## src/design/jafc_pkg.sv

```systemverilog
package jafc_pkg;

    localparam int AXES        = 4;
    localparam int TAPS        = 5;
    localparam int CAL_SAMPLES = 10;

    localparam int KIND_W   = 1;
    localparam int AXIS_W   = 2;
    localparam int LEVEL_W  = 12;
    localparam int STATUS_W = 2;
    localparam int BYTE_W   = 8;
    localparam int CSUM_W   = 16;

    localparam int LEVEL_MAX_I    = 4095;
    localparam int LEVEL_MID_I    = 2048;
    localparam int BYTE_MAX_I     = 255;
    localparam int SPREAD_RESET_I = 20;

    localparam logic [LEVEL_W-1:0] LEVEL_MAX    = LEVEL_W'(LEVEL_MAX_I);
    localparam logic [LEVEL_W-1:0] LEVEL_MID    = LEVEL_W'(LEVEL_MID_I);
    localparam logic [LEVEL_W-1:0] SPREAD_RESET = LEVEL_W'(SPREAD_RESET_I);

    localparam int AX_IDX_W   = (AXES > 1) ? $clog2(AXES) : 1;
    localparam int TAP_W      = $clog2(TAPS);
    localparam int RING_DEPTH = AXES * TAPS;
    localparam int ADDR_W     = $clog2(RING_DEPTH);
    localparam int SUM_W      = LEVEL_W + $clog2(TAPS);
    localparam int CNT_W      = $clog2(CAL_SAMPLES + 1);

    // Division by a constant: multiply by a rounded-up reciprocal, keep the upper bits.
    localparam int     MEAN_SHIFT  = SUM_W + $clog2(TAPS);
    localparam longint MEAN_K      = ((64'd1 << MEAN_SHIFT) + TAPS - 1) / TAPS;
    localparam int     MEAN_K_W    = $clog2(MEAN_K + 1);
    localparam int     MEAN_PROD_W = SUM_W + MEAN_K_W;

    localparam int     CAL_SHIFT  = CSUM_W + $clog2(CAL_SAMPLES);
    localparam longint CAL_K      = ((64'd1 << CAL_SHIFT) + CAL_SAMPLES - 1) / CAL_SAMPLES;
    localparam int     CAL_K_W    = $clog2(CAL_K + 1);
    localparam int     CAL_PROD_W = CSUM_W + CAL_K_W;

    localparam int     BYTE_SHIFT  = 2 * LEVEL_W;
    localparam longint BYTE_K      =
        ((longint'(BYTE_MAX_I) << BYTE_SHIFT) + LEVEL_MAX_I - 1) / LEVEL_MAX_I;
    localparam int     BYTE_K_W    = $clog2(BYTE_K + 1);
    localparam int     BYTE_PROD_W = LEVEL_W + BYTE_K_W;

    localparam int QUEUE_DEPTH = 2;
    localparam int QPTR_W      = $clog2(QUEUE_DEPTH);
    localparam int QCNT_W      = $clog2(QUEUE_DEPTH + 1);

    typedef enum logic [1:0] {
        OP_FILTER = 2'd0,
        OP_CAL    = 2'd1,
        OP_NONE   = 2'd2
    } op_t;

    typedef enum logic [STATUS_W-1:0] {
        ST_FILTERED    = 2'd0,
        ST_CAL_ACCEPT  = 2'd1,
        ST_CAL_RESTART = 2'd2,
        ST_CAL_DONE    = 2'd3
    } status_t;

    typedef struct packed {
        op_t                 op;
        logic [AXIS_W-1:0]   axis;
        logic [LEVEL_W-1:0]  sample;
        logic                use_last;
    } cmd_t;

    typedef struct packed {
        logic valid;
        cmd_t cmd;
    } queue_head_t;

endpackage

```

## src/design/jafc_if.sv

```systemverilog
interface jafc_in_if import jafc_pkg::*; ();
    logic                valid;
    logic                ready;
    logic [KIND_W-1:0]   kind;
    logic [AXIS_W-1:0]   axis;
    logic [LEVEL_W-1:0]  sample;
    logic                read_error;

    modport source (output valid, kind, axis, sample, read_error, input ready);
    modport sink   (input valid, kind, axis, sample, read_error, output ready);
endinterface

interface jafc_out_if import jafc_pkg::*; ();
    logic                valid;
    logic                ready;
    logic [STATUS_W-1:0] status;
    logic [AXIS_W-1:0]   axis_out;
    logic [LEVEL_W-1:0]  level;
    logic [BYTE_W-1:0]   byte_level;

    modport source (output valid, status, axis_out, level, byte_level, input ready);
    modport sink   (input valid, status, axis_out, level, byte_level, output ready);
endinterface

```

## src/design/jafc_ram.sv

```systemverilog
module jafc_ram #(
    parameter int WIDTH = 12,
    parameter int DEPTH = 20
) (
    input  logic                     clk,
    input  logic                     we,
    input  logic [$clog2(DEPTH)-1:0] waddr,
    input  logic [WIDTH-1:0]         wdata,
    input  logic [$clog2(DEPTH)-1:0] raddr,
    output logic [WIDTH-1:0]         rdata
);

    logic [WIDTH-1:0] mem_reg [DEPTH];
    logic [WIDTH-1:0] rdata_reg;

    always_ff @(posedge clk)
    begin
        if (we)
        begin
            mem_reg[waddr] <= wdata;
        end
        rdata_reg <= mem_reg[raddr];
    end

    assign rdata = rdata_reg;

endmodule

```

## src/design/jafc_front.sv

```systemverilog
module jafc_front import jafc_pkg::*; (
    input  logic          clk,
    input  logic          rst_n,
    jafc_in_if.sink       samples,
    output queue_head_t   head,
    input  logic          pop
);

    cmd_t              entry_reg  [QUEUE_DEPTH];
    cmd_t              entry_next [QUEUE_DEPTH];
    logic [QPTR_W-1:0] wr_ptr_reg, wr_ptr_next;
    logic [QPTR_W-1:0] rd_ptr_reg, rd_ptr_next;
    logic [QCNT_W-1:0] count_reg, count_next;
    logic              accept;
    cmd_t              cmd_in;

    assign samples.ready = (count_reg != QCNT_W'(QUEUE_DEPTH));
    assign accept        = samples.valid && samples.ready;

    // classify the transaction
    always_comb
    begin
        cmd_in.axis     = samples.axis;
        cmd_in.sample   = samples.sample;
        cmd_in.use_last = 1'b0;
        if (int'(samples.axis) >= AXES)
        begin
            cmd_in.op = OP_NONE;
        end
        else if (samples.kind)
        begin
            cmd_in.op = OP_CAL;
        end
        else
        begin
            cmd_in.op       = OP_FILTER;
            cmd_in.use_last = samples.read_error;
        end
    end

    always_comb
    begin
        entry_next  = entry_reg;
        wr_ptr_next = wr_ptr_reg;
        rd_ptr_next = rd_ptr_reg;
        count_next  = count_reg;
        if (accept)
        begin
            entry_next[wr_ptr_reg] = cmd_in;
            wr_ptr_next = (wr_ptr_reg == QPTR_W'(QUEUE_DEPTH - 1)) ? '0 : wr_ptr_reg + 1'b1;
        end
        if (pop)
        begin
            rd_ptr_next = (rd_ptr_reg == QPTR_W'(QUEUE_DEPTH - 1)) ? '0 : rd_ptr_reg + 1'b1;
        end
        if (accept && !pop)
        begin
            count_next = count_reg + 1'b1;
        end
        else if (pop && !accept)
        begin
            count_next = count_reg - 1'b1;
        end
    end

    always_ff @(posedge clk or negedge rst_n)
    begin
        if (!rst_n)
        begin
            wr_ptr_reg <= '0;
            rd_ptr_reg <= '0;
            count_reg  <= '0;
        end
        else
        begin
            wr_ptr_reg <= wr_ptr_next;
            rd_ptr_reg <= rd_ptr_next;
            count_reg  <= count_next;
        end
    end

    always_ff @(posedge clk)
    begin
        entry_reg <= entry_next;
    end

    assign head.valid = (count_reg != '0);
    assign head.cmd   = entry_reg[rd_ptr_reg];

`ifndef SYNTHESIS
    a_fill_tracks: assert property (@(posedge clk) disable iff (!rst_n)
        accept && !pop |=> count_reg == $past(count_reg) + 1'b1)
        else $error("queue count lost an accepted transaction");
`endif

endmodule

```

## src/design/jafc_back.sv

```systemverilog
module jafc_back import jafc_pkg::*; (
    input  logic                clk,
    input  logic                rst_n,
    input  logic                cfg_we,
    input  logic [LEVEL_W-1:0]  cfg_wdata,
    input  queue_head_t         head,
    output logic                pop,
    jafc_out_if.source          results
);

    typedef enum logic [9:0] {
        S_IDLE   = 10'b0000000001,
        S_LOAD   = 10'b0000000010,
        S_SUM    = 10'b0000000100,
        S_MDIV   = 10'b0000001000,
        S_MSCALE = 10'b0000010000,
        S_CAL    = 10'b0000100000,
        S_CDIV   = 10'b0001000000,
        S_CSCALE = 10'b0010000000,
        S_CFILL  = 10'b0100000000,
        S_OUT    = 10'b1000000000
    } state_t;

    state_t state_reg, state_next;
    cmd_t   cur_reg, cur_next;

    logic [LEVEL_W-1:0] spread_limit_reg;

    logic [SUM_W-1:0]   ring_sum_reg   [AXES];
    logic [SUM_W-1:0]   ring_sum_next  [AXES];
    logic [TAP_W-1:0]   pos_reg        [AXES];
    logic [TAP_W-1:0]   pos_next       [AXES];
    logic [LEVEL_W-1:0] last_level_reg [AXES];
    logic [LEVEL_W-1:0] last_level_next[AXES];
    logic [LEVEL_W-1:0] fill_level_reg [AXES];
    logic [LEVEL_W-1:0] fill_level_next[AXES];
    logic [CNT_W-1:0]   cal_count_reg  [AXES];
    logic [CNT_W-1:0]   cal_count_next [AXES];
    logic [CSUM_W-1:0]  cal_sum_reg    [AXES];
    logic [CSUM_W-1:0]  cal_sum_next   [AXES];
    logic [LEVEL_W-1:0] cal_min_reg    [AXES];
    logic [LEVEL_W-1:0] cal_min_next   [AXES];
    logic [LEVEL_W-1:0] cal_max_reg    [AXES];
    logic [LEVEL_W-1:0] cal_max_next   [AXES];
    logic [RING_DEPTH-1:0] stale_reg, stale_next;

    logic [SUM_W-1:0]       acc_reg, acc_next;
    logic [CSUM_W-1:0]      csum_acc_reg, csum_acc_next;
    logic [MEAN_PROD_W-1:0] mean_prod_reg, mean_prod_next;
    logic [CAL_PROD_W-1:0]  cal_prod_reg, cal_prod_next;
    logic [BYTE_PROD_W-1:0] byte_prod_reg, byte_prod_next;
    logic [LEVEL_W-1:0]     level_reg, level_next;
    status_t                status_reg, status_next;

    logic                out_valid_reg;
    status_t             out_status_reg;
    logic [AXIS_W-1:0]   out_axis_reg;
    logic [LEVEL_W-1:0]  out_level_reg;
    logic [BYTE_W-1:0]   out_byte_reg;

    logic [AX_IDX_W-1:0] ax;
    logic [ADDR_W-1:0]   base;
    logic [ADDR_W-1:0]   addr;
    logic                ram_we;
    logic [LEVEL_W-1:0]  rdata;
    logic [LEVEL_W-1:0]  old_val;
    logic [LEVEL_W-1:0]  new_val;
    logic [SUM_W-1:0]    new_sum;
    logic [TAP_W-1:0]    pos_adv;
    logic [CNT_W-1:0]    cnt1;
    logic [CSUM_W-1:0]   csum1;
    logic [LEVEL_W-1:0]  min1;
    logic [LEVEL_W-1:0]  max1;
    logic [LEVEL_W-1:0]  spread;
    logic [LEVEL_W-1:0]  mean_level;
    logic [LEVEL_W-1:0]  center;
    logic                out_load;

    assign ax   = AX_IDX_W'(cur_reg.axis);
    assign base = ADDR_W'(int'(ax) * TAPS);
    assign addr = base + ADDR_W'(pos_reg[ax]);

    jafc_ram #(
        .WIDTH (LEVEL_W),
        .DEPTH (RING_DEPTH)
    ) u_ring (
        .clk   (clk),
        .we    (ram_we),
        .waddr (addr),
        .wdata (new_val),
        .raddr (addr),
        .rdata (rdata)
    );

    assign old_val    = stale_reg[addr] ? fill_level_reg[ax] : rdata;
    assign new_val    = cur_reg.use_last ? last_level_reg[ax] : cur_reg.sample;
    assign new_sum    = ring_sum_reg[ax] - SUM_W'(old_val) + SUM_W'(new_val);
    assign pos_adv    = (pos_reg[ax] == TAP_W'(TAPS - 1)) ? '0 : pos_reg[ax] + 1'b1;
    assign cnt1       = cal_count_reg[ax] + 1'b1;
    assign csum1      = cal_sum_reg[ax] + CSUM_W'(cur_reg.sample);
    assign min1       = (cur_reg.sample < cal_min_reg[ax]) ? cur_reg.sample : cal_min_reg[ax];
    assign max1       = (cur_reg.sample > cal_max_reg[ax]) ? cur_reg.sample : cal_max_reg[ax];
    assign spread     = max1 - min1;
    assign mean_level = mean_prod_reg[MEAN_SHIFT +: LEVEL_W];
    assign center     = cal_prod_reg[CAL_SHIFT +: LEVEL_W];
    assign out_load   = (state_reg == S_OUT) && (!out_valid_reg || results.ready);

    always_comb
    begin
        state_next      = state_reg;
        cur_next        = cur_reg;
        ring_sum_next   = ring_sum_reg;
        pos_next        = pos_reg;
        last_level_next = last_level_reg;
        fill_level_next = fill_level_reg;
        cal_count_next  = cal_count_reg;
        cal_sum_next    = cal_sum_reg;
        cal_min_next    = cal_min_reg;
        cal_max_next    = cal_max_reg;
        stale_next      = stale_reg;
        acc_next        = acc_reg;
        csum_acc_next   = csum_acc_reg;
        mean_prod_next  = mean_prod_reg;
        cal_prod_next   = cal_prod_reg;
        byte_prod_next  = byte_prod_reg;
        level_next      = level_reg;
        status_next     = status_reg;
        ram_we          = 1'b0;
        pop             = 1'b0;

        unique case (state_reg)
            S_IDLE:
            begin
                if (head.valid)
                begin
                    pop      = 1'b1;
                    cur_next = head.cmd;
                    unique case (head.cmd.op)
                        OP_FILTER: state_next = S_LOAD;
                        OP_CAL:    state_next = S_CAL;
                        default:
                        begin
                            status_next    = ST_FILTERED;
                            level_next     = '0;
                            byte_prod_next = '0;
                            state_next     = S_OUT;
                        end
                    endcase
                end
            end
            S_LOAD:
            begin
                state_next = S_SUM;
            end
            S_SUM:
            begin
                ram_we              = 1'b1;
                stale_next[addr]    = 1'b0;
                ring_sum_next[ax]   = new_sum;
                pos_next[ax]        = pos_adv;
                acc_next            = new_sum;
                state_next          = S_MDIV;
            end
            S_MDIV:
            begin
                mean_prod_next = MEAN_PROD_W'(acc_reg) * MEAN_PROD_W'(MEAN_K);
                state_next     = S_MSCALE;
            end
            S_MSCALE:
            begin
                level_next          = mean_level;
                last_level_next[ax] = mean_level;
                byte_prod_next      = BYTE_PROD_W'(mean_level) * BYTE_PROD_W'(BYTE_K);
                status_next         = ST_FILTERED;
                state_next          = S_OUT;
            end
            S_CAL:
            begin
                level_next     = '0;
                byte_prod_next = '0;
                if (cnt1 >= CNT_W'(CAL_SAMPLES))
                begin
                    cal_count_next[ax] = '0;
                    cal_sum_next[ax]   = '0;
                    cal_min_next[ax]   = LEVEL_MAX;
                    cal_max_next[ax]   = '0;
                    if (spread > spread_limit_reg)
                    begin
                        status_next = ST_CAL_RESTART;
                        state_next  = S_OUT;
                    end
                    else
                    begin
                        csum_acc_next = csum1;
                        state_next    = S_CDIV;
                    end
                end
                else
                begin
                    cal_count_next[ax] = cnt1;
                    cal_sum_next[ax]   = csum1;
                    cal_min_next[ax]   = min1;
                    cal_max_next[ax]   = max1;
                    status_next        = ST_CAL_ACCEPT;
                    state_next         = S_OUT;
                end
            end
            S_CDIV:
            begin
                cal_prod_next = CAL_PROD_W'(csum_acc_reg) * CAL_PROD_W'(CAL_K);
                state_next    = S_CSCALE;
            end
            S_CSCALE:
            begin
                level_next     = center;
                byte_prod_next = BYTE_PROD_W'(center) * BYTE_PROD_W'(BYTE_K);
                status_next    = ST_CAL_DONE;
                state_next     = S_CFILL;
            end
            S_CFILL:
            begin
                fill_level_next[ax] = level_reg;
                ring_sum_next[ax]   = SUM_W'(int'(level_reg) * TAPS);
                for (int i = 0; i < TAPS; i++)
                begin
                    stale_next[base + ADDR_W'(i)] = 1'b1;
                end
                state_next = S_OUT;
            end
            S_OUT:
            begin
                if (out_load)
                begin
                    state_next = S_IDLE;
                end
            end
            default:
            begin
                state_next = S_IDLE;
            end
        endcase
    end

    always_ff @(posedge clk or negedge rst_n)
    begin
        if (!rst_n)
        begin
            state_reg        <= S_IDLE;
            cur_reg          <= '{op: OP_NONE, default: '0};
            spread_limit_reg <= SPREAD_RESET;
            stale_reg        <= '1;
            out_valid_reg    <= 1'b0;
            for (int a = 0; a < AXES; a++)
            begin
                ring_sum_reg[a]   <= '0;
                pos_reg[a]        <= '0;
                last_level_reg[a] <= LEVEL_MID;
                fill_level_reg[a] <= '0;
                cal_count_reg[a]  <= '0;
                cal_sum_reg[a]    <= '0;
                cal_min_reg[a]    <= LEVEL_MAX;
                cal_max_reg[a]    <= '0;
            end
        end
        else
        begin
            state_reg      <= state_next;
            cur_reg        <= cur_next;
            stale_reg      <= stale_next;
            ring_sum_reg   <= ring_sum_next;
            pos_reg        <= pos_next;
            last_level_reg <= last_level_next;
            fill_level_reg <= fill_level_next;
            cal_count_reg  <= cal_count_next;
            cal_sum_reg    <= cal_sum_next;
            cal_min_reg    <= cal_min_next;
            cal_max_reg    <= cal_max_next;
            if (cfg_we)
            begin
                spread_limit_reg <= cfg_wdata;
            end
            if (out_load)
            begin
                out_valid_reg <= 1'b1;
            end
            else if (results.ready)
            begin
                out_valid_reg <= 1'b0;
            end
        end
    end

    always_ff @(posedge clk)
    begin
        acc_reg       <= acc_next;
        csum_acc_reg  <= csum_acc_next;
        mean_prod_reg <= mean_prod_next;
        cal_prod_reg  <= cal_prod_next;
        byte_prod_reg <= byte_prod_next;
        level_reg     <= level_next;
        status_reg    <= status_next;
        if (out_load)
        begin
            out_status_reg <= status_reg;
            out_axis_reg   <= cur_reg.axis;
            out_level_reg  <= level_reg;
            out_byte_reg   <= byte_prod_reg[BYTE_SHIFT +: BYTE_W];
        end
    end

    assign results.valid      = out_valid_reg;
    assign results.status     = out_status_reg;
    assign results.axis_out   = out_axis_reg;
    assign results.level      = out_level_reg;
    assign results.byte_level = out_byte_reg;

`ifndef SYNTHESIS
    a_sum_bound: assert property (@(posedge clk) disable iff (!rst_n)
        ring_sum_reg[ax] <= SUM_W'(TAPS * LEVEL_MAX_I))
        else $error("running ring sum out of range");

    a_cal_order: assert property (@(posedge clk) disable iff (!rst_n)
        cal_count_reg[ax] != '0 |-> cal_min_reg[ax] <= cal_max_reg[ax])
        else $error("calibration min above max during a run");

    a_pos_moves: assert property (@(posedge clk) disable iff (!rst_n)
        state_reg == S_SUM |=> pos_reg[$past(ax)] != $past(pos_reg[ax]))
        else $error("ring position did not advance after a filtered sample");
`endif

endmodule

```

## src/design/joystick_axis_filter_with_calibration_unit.sv

```systemverilog
// Four-axis joystick conditioner: 5-tap moving average per axis plus rest calibration.
// Channels: samples (valid/ready, sink) carries kind, axis, sample, read_error;
// results (valid/ready, source) carries status, axis_out, level, byte_level.
// Exactly one result per accepted transaction, in acceptance order.
// Configuration: cfg_we writes cfg_wdata into the spread limit (reset 20);
// write only while no transaction is in flight.
// Processing: a filtered sample passes through the ring read, the running-sum
// update and the two reciprocal multiplies; a completed calibration run through
// its two reciprocal multiplies and the ring refill. An axis outside the
// configured range goes straight to the result register. The back end holds
// one transaction at a time and takes no new one before that result is loaded.
// A two-entry queue in front keeps accepting while the back end works.
// Reset: rings read as zero, last output 2048 per axis, calibration runs
// cleared, queue and result register empty.
// Receiver stall: the result register holds; the back end waits, the queue
// fills, then samples.ready drops.
module joystick_axis_filter_with_calibration_unit import jafc_pkg::*; (
    input  logic                clk,
    input  logic                rst_n,
    input  logic                cfg_we,
    input  logic [LEVEL_W-1:0]  cfg_wdata,
    jafc_in_if.sink             samples,
    jafc_out_if.source          results
);

    queue_head_t head;
    logic        pop;

    jafc_front u_front (
        .clk     (clk),
        .rst_n   (rst_n),
        .samples (samples),
        .head    (head),
        .pop     (pop)
    );

    jafc_back u_back (
        .clk       (clk),
        .rst_n     (rst_n),
        .cfg_we    (cfg_we),
        .cfg_wdata (cfg_wdata),
        .head      (head),
        .pop       (pop),
        .results   (results)
    );

endmodule
```

## src/flat_wrapper.sv

```systemverilog
// flat-port wrapper written by rule: the top's interface ports become plain ports
module joystick_axis_filter_with_calibration_unit_flat import jafc_pkg::*;
  (clk, rst_n, cfg_we, cfg_wdata, samples_valid, samples_kind, samples_axis, samples_sample, samples_read_error, samples_ready, results_valid, results_status, results_axis_out, results_level, results_byte_level, results_ready);
  jafc_in_if samples_i ();
  jafc_out_if results_i ();
  input  logic clk;
  input  logic rst_n;
  input  logic cfg_we;
  input  logic [LEVEL_W-1:0] cfg_wdata;
  input wire logic [$bits(samples_i.valid)-1:0] samples_valid;
  input wire logic [$bits(samples_i.kind)-1:0] samples_kind;
  input wire logic [$bits(samples_i.axis)-1:0] samples_axis;
  input wire logic [$bits(samples_i.sample)-1:0] samples_sample;
  input wire logic [$bits(samples_i.read_error)-1:0] samples_read_error;
  output wire logic [$bits(samples_i.ready)-1:0] samples_ready;
  output wire logic [$bits(results_i.valid)-1:0] results_valid;
  output wire logic [$bits(results_i.status)-1:0] results_status;
  output wire logic [$bits(results_i.axis_out)-1:0] results_axis_out;
  output wire logic [$bits(results_i.level)-1:0] results_level;
  output wire logic [$bits(results_i.byte_level)-1:0] results_byte_level;
  input wire logic [$bits(results_i.ready)-1:0] results_ready;
  assign samples_i.valid = samples_valid;
  assign samples_i.kind = samples_kind;
  assign samples_i.axis = samples_axis;
  assign samples_i.sample = samples_sample;
  assign samples_i.read_error = samples_read_error;
  assign samples_ready = samples_i.ready;
  assign results_valid = results_i.valid;
  assign results_status = results_i.status;
  assign results_axis_out = results_i.axis_out;
  assign results_level = results_i.level;
  assign results_byte_level = results_i.byte_level;
  assign results_i.ready = results_ready;
  joystick_axis_filter_with_calibration_unit u_core (.clk(clk), .rst_n(rst_n), .cfg_we(cfg_we), .cfg_wdata(cfg_wdata), .samples(samples_i), .results(results_i));
endmodule
```

## config.mk

```make
export PLATFORM = sky130hd
export DESIGN_NAME = joystick_axis_filter_with_calibration_unit_flat
export DESIGN_NICKNAME = d
export VERILOG_FILES = /design/src/design/jafc_pkg.sv /design/src/design/jafc_if.sv /design/src/design/jafc_ram.sv /design/src/design/jafc_front.sv /design/src/design/jafc_back.sv /design/src/design/joystick_axis_filter_with_calibration_unit.sv /design/src/flat_wrapper.sv
export SDC_FILE = /design/constraint.sdc
export NUM_CORES = 2
export LEC_CHECK = 0
export ABC_AREA = 0
export BUFFER_PORTS_ARGS = -buffer_cell sky130_fd_sc_hd__buf_2
export CAP_MARGIN = 40
export CORE_MARGIN = 3
export CORE_UTILIZATION = 40
export CTS_CLUSTER_DIAMETER = 40
export DETAILED_ROUTE_END_ITERATION = 7
export SETUP_SLACK_MARGIN = 0.05
export SKIP_CTS_REPAIR_TIMING = 1
export SYNTH_ARGS = -nofsm -noshare
export SYNTH_HDL_FRONTEND = slang
export SYNTH_SLANG_ARGS = --single-unit
```

## constraint.sdc

```tcl
create_clock -name clk -period 7.9 [get_ports clk]
set_input_delay 0.395 -clock clk [delete_from_list [all_inputs] [get_ports clk]]
set_output_delay 0.395 -clock clk [all_outputs]
set_load 0.01 [all_outputs]
```

### Word-level counts from Yosys, hierarchy flattened

Memory sizes are Yosys's and may differ from the RTL's. A register that Yosys moved wholly into a read port is not among the register bits.
Index checks and enable logic that the tools add are counted.

* add/sub/neg operators: 15
* $mul: 6
* $lt $le $gt $ge: 21
* equal/unequal tests: 17
* muxes and demuxes: 104
* bitwise operators: 18
* reductions and logical operators: 29

Operators by type and width (count)
* bitwise mux 48 bit: 4
* two-way mux 12 bit: 15
* one-hot mux 32 bit (4 select lines): 1
* bitwise mux 60 bit: 2
* one-hot mux 60 bit (2 select lines): 1
* OR 20 bit: 5
* binary-select mux 12 bit (select 2 bit): 4
* two-way mux 48 bit: 2
* one-hot mux 10 bit (9 select lines): 1
* two-way mux 17 bit: 4
* bitwise AND 64 bit: 1
* bitwise mux 64 bit: 1
* two-way mux 16 bit: 4
* two-way mux 32 bit: 2
* two-way mux 64 bit: 1
* NOT 64 bit: 1
* bitwise AND 48 bit: 1
* multiplier 12 x 12 -> 24 bit (second input constant): 2
* NOT 48 bit: 1
* OR 48 bit: 1
* one-hot mux 12 bit (4 select lines): 1
* two-way mux 15 bit: 3
* two-way mux 10 bit: 4
* one-hot mux 20 bit (2 select lines): 1
* other kinds (79): 147

* register bits: 602
* memory bits (writable): 240
* bits of input ports: 33
* output and inout port bits: 26
* word-level logic and storage cells: 272
* memories kept: 1

Memory list
* u_core.u_back.u_ring.mem_reg: depth 20, bits a word 12, rd ports 1, clocked after memory_dff 1, write ports 1, RTL line jafc_ram.sv:13 `logic [WIDTH-1:0] mem_reg [DEPTH];`

### Logic depth before layout (Yosys ltp)

* depth in word-level cells: 12
* mapped depth: 34
* mapped depth without buffers: 28

### Cells and area by module

Synthesis repeated with hierarchy kept, for this count alone.

* cells, all modules: 3854
* area total of the unflattened synthesis: 48591.6 um^2

Modules (own cells, without submodules)
* jafc_back: times used 1, cells each 3318, area each 37606.1 um^2, seq. area each 13186.4 um^2
* jafc_ram: times used 1, cells each 465, area each 9567.9 um^2, seq. area each 7447.1 um^2
* jafc_front: times used 1, cells each 71, area each 1417.6 um^2, seq. area each 1061.0 um^2

### Worst setup path after synthesis

Ideal clock, no wire load.

* path kind: reg-to-reg
* start point: reg u_core.u_back.cur_reg (netlist bit u_core.u_back.ax[0])
* end point: reg u_core.u_back.acc_reg[14] (data pin)
* library setup time: 0.265 ns
* arrival: 8.055 ns
* data required time: 7.635 ns
* path slack: -0.420 ns
* cell stages (with the launch flop): 29
* path buffers: 8
* period minus slack after synthesis: 8.320 ns
* path through: dfrtp_1 -> buf_6 -> buf_2 -> buf_2 -> buf_2 -> buf_1 -> mux4_2 -> fa_1 -> clkbuf_1 -> buf_1 -> mux4_2 -> nor2b_1 -> a21oi_1 -> clkbuf_1 -> mux2_2 -> ha_1 -> inv_1 -> ha_1 -> fa_1 -> a21o_1 -> a21oi_1 -> o21bai_1 -> a21o_1 -> a21oi_1 -> o211ai_1 -> a31o_2 -> a21oi_1 -> xnor2_1 -> inv_1

* cells in the longest elaborated chain, start to end: 10
* elaborated cells on any way between the ends: 21
* classes of those cells: add/sub: 3; mul: 1; mux: 16; bitwise: 1

Ends and longest elaborated chain
* from (decl): RTL line jafc_back.sv:25 `cmd_t cur_reg, cur_next;`
* from (signal assigned): RTL line jafc_back.sv:268 `cur_reg <= cur_next;`
* parallel branches: the longest is 9 deep, another holds subtractor 15 x 12 -> 15 bit
* adder 15 x 12 -> 15 bit *: RTL line jafc_back.sv:97 `assign new_sum = ring_sum_reg[ax] - SUM_W'(old_val) + SUM_W'(new_val);`
* net u_core.u_back.new_sum[14]: RTL line jafc_back.sv:68 `logic [SUM_W-1:0] new_sum;`
* to (signal assigned): RTL line jafc_back.sv:295 `acc_reg <= acc_next;`
* to (decl): RTL line jafc_back.sv:47 `logic [SUM_W-1:0] acc_reg, acc_next;`

Mark *: on every way through the listed nets, which the timed path passes. The select of a mux whose other input is x is not followed.
A chain may end at the register's enable or synchronous reset.

### Final worst setup path

* start point: reg u_core.u_back.cur_reg (netlist bit u_core.u_back.ax[0])
* end point: reg u_core.u_back.ring_sum_reg[13] (netlist name)

* cells in the longest elaborated chain, start to end: 12
* elaborated cells on any way between the ends: 29
* classes of those cells: add/sub: 3; mul: 1; order compare: 2; mux: 21; bitwise: 1; reduce/logical: 1

Ends and longest elaborated chain
* parallel branches: the longest is 11 deep, another holds subtractor 15 x 12 -> 15 bit
* one-hot mux 60 bit (2 select lines) *: RTL line jafc_back.sv:131 `unique case (state_reg)`
* to (signal assigned): RTL line jafc_back.sv:270 `ring_sum_reg <= ring_sum_next;`
* to (decl): RTL line jafc_back.sv:29 `logic [SUM_W-1:0] ring_sum_reg [AXES];`

Every way passes the cells marked *. The select of a mux whose other input is x is not followed.

==> flow_summary.toml <==
[outcome]
status = "completed"

[synth]
yosys.area.top_type = "edfxtp_1"
ys_seq_area_frac = 0.445
yosys-top-cells-area = "edfxtp_1, dfrtp_1, ha_1"
synth-edff-count = 373
syn_area_um2 = 48800
netlist_instances = 3985
synth-seq-cells = 791
synth_flop_cell = "edfxtp_1"
ys_async_sr_fraction = 0.513
synth.distinct_cells = 79
yosysTopAreaCellShare = 0.230
ys_warn_count = 0
synth.avg_cell_area_um2 = 12.2
syn_nets = 4754

[route]
via_per_inst = 5.30
wl_per_cell_um = 19.9
vias = 30875
drc = 0
dr.pass1.iters = 5
antenna_left = 0
drt_iter0_drc = 2385
wirelength_mm = 116

[global_routing]
first_global_vias = 31817
grt_pass1_wl_mm = 186
grt.overflow.total = 0
grt.total_usage = 0.187
antenna_found_initial = 1
grt_max_degree = 131

[worst_setup_path]
required_ns = 8.41
reg2reg_to = "u_core.u_back.ring_sum_reg[13]"
endpoint_kind = "register"
rrSetupSlack_ns = 0.62
cp_num_buf_inv = 3
crit_path_cell_trace = "mux4_2 -> ha_4 -> fa_4 -> buf_4 -> mux4_2 -> nor2b_1 -> a21oi_1 -> buf_4 -> mux2_2 -> fa_1 -> inv_1 -> ha_1 -> a21o_1 -> a21oi_1 -> o21bai_1 -> a21o_1 -> a21oi_1 -> o211ai_1 -> a31o_2 -> a21oi_1 -> xor2_1 -> o21ai_0"
cp-start-kind = "register"
cpPeakStageDelay_ns = 0.88
rr_worst_depth = 22
crit_arrival_ns = 7.79
crit_type = "register to register"
cpMostUsedCell = "a21oi_1"
r2r_start = "u_core.u_back.ax[0]"
cpMaxStageDelayCell = "fa_4"
worst-path-stages = 22
path_max_fanout = 46
cp_top_family = "compound AO/OA/AOI/OAI gates"

[pwr]
p_leak_nw = 24.8
power_density_nw_per_um2 = 440
irDropWorstVdd_mv = 0.607

[timing]
grt_setup_unrepaired = "no"
maxSlewViolCount = 0
setup_tns_ns = 0
worst_pin_slew_ns = 0.899
finalHoldViolCount = 0
setup_viol = 0
slew_headroom = 0.401
fin_ws_ns = 0.619
fmax_mhz = 137
layout_min_cycle_time_ns = 7.28
period_share = 0.922
hold_ws_ns = 0.0467
fin_skew_ns = 0.0343

[placement]
port_buffers = 58
gp_congestion = 0.856
placed_cell_area_um2 = 51500
place_ws_ns = 0.651
place_hpwl_mm = 83.4

[floorplanning]
die_w_um = 355
io_pins = 59
die-area_um2 = 126000
die_y_um = 355
row_count = 127
coreArea_um2 = 120000
start_util = 0.405

[layout]
drive_gt1_frac = 0.173
final_nets = 4892
final_cell_mix = "inv_1, ha_1, nand2_1, edfxtp_1, dfrtp_1"
final_common_cell = "inv_1"
area_growth_pct = 13.7
fin_area_um2 = 55500
largest_reg_flops = 240
diodes = 0

[clock_tree]
worstSkewPairLatency_ns = 0.69
cts_max_level = 3
cts_tree = "built"
cts_buffer_depth = 3
cts_buffers = 107
root_buffer = "clkbuf_16"
clock-sinks = 791
clkSlewWorstSetupHoldPaths_ns = 0.06

[flow_run]
drv_cap = 0

[hold_path]
min_path_type = "input pin to register"
hold_path.startpoint = "samples_valid"
min_path_cells = 3
min_to = "u_core.u_front.wr_ptr_reg"
==> cells in the mapped netlist (111+ instances only) <==
master	instances
inv_1	491
ha_1	471
nand2_1	417
edfxtp_1	373
dfrtp_1	331
fa_1	265
o21ai_0	251
mux4_2	155
nor2_1	155
a21oi_1	127
mux2_2	121
clkbuf_1	111
==> metal layers <==
layer / vias up / share of wire / global-route usage
li1: 14331 / - / -
met1: 15666 / 0.47 / 0.272
met2: 733 / 0.46 / 0.298
met3: 145 / 0.048 / 0.0267
met4: 0 / 0.018 / 0.0401
met5: - / 0 / 0
==> worst min-delay path, stage by stage <==
cell	delay [ns]
buf_2	0.11
nand2_1	0.11
xnor2_1	0.07
==> power breakdown <==
group | switching (mW) | total (mW) | internal, mW
registers | 0.436 | 5.93 | 5.49
logic | 8.03 | 13.6 | 5.59
clock network | 1.96 | 4.84 | 2.88
==> layout make-up <==
type	count	area, µm²
repair buffers	172	1460
inverters	492	1850
fillers	10961	65000
clock buffers	128	2860
multi-input cells	2559	24800
flip-flops and latches	791	21700
clock inverters	76	812
well taps	1612	2020
==> per-stage QoR <==
step / utilization / power (mW) / cells
finish: 0.461 / 24.4 / 5830
detailed placement: 0.428 / 19.5 / 5598
CTS: 0.458 / 24.5 / 5802
floorplan: - / 15.7 / 3985
global placement: 0.425 / 19.3 / 5577
global route: 0.461 / 26.4 / 5830
==> cell families (layout without fill, tap and decap cells) <==
group           count (synthesis)  after routing  synth area share
simple gates                  774            774            0.0697
flops                         791            791             0.445
mux                           313            313             0.108
fa+ha+maj                     736            736             0.230
compound gates                636            636            0.0803
buf+inv                       635            868            0.0495
xor+xnor                      100            100            0.0180
==> how the worst max path moves through the flow <==
stage / from / endpoint / slack (ns)
final: u_core.u_back.ax[0] / u_core.u_back.ring_sum_reg[13] / 0.62
after global routing: u_core.u_back.ax[0] / u_core.u_back.ring_sum_reg[13] / 0.23
after CTS: u_core.u_back.ax[0] / u_core.u_back.acc_reg[14] / 0.60
after detailed placement: u_core.u_back.ax[0] / u_core.u_back.acc_reg[14] / 0.65
after global placement: u_core.u_back.ax[0] / u_core.u_back.acc_reg[14] / 0.70
after floorplan: u_core.u_back.ax[0] / u_core.u_back.acc_reg[14] / 0.05
Note: power is estimated with default switching activity, not from simulation.
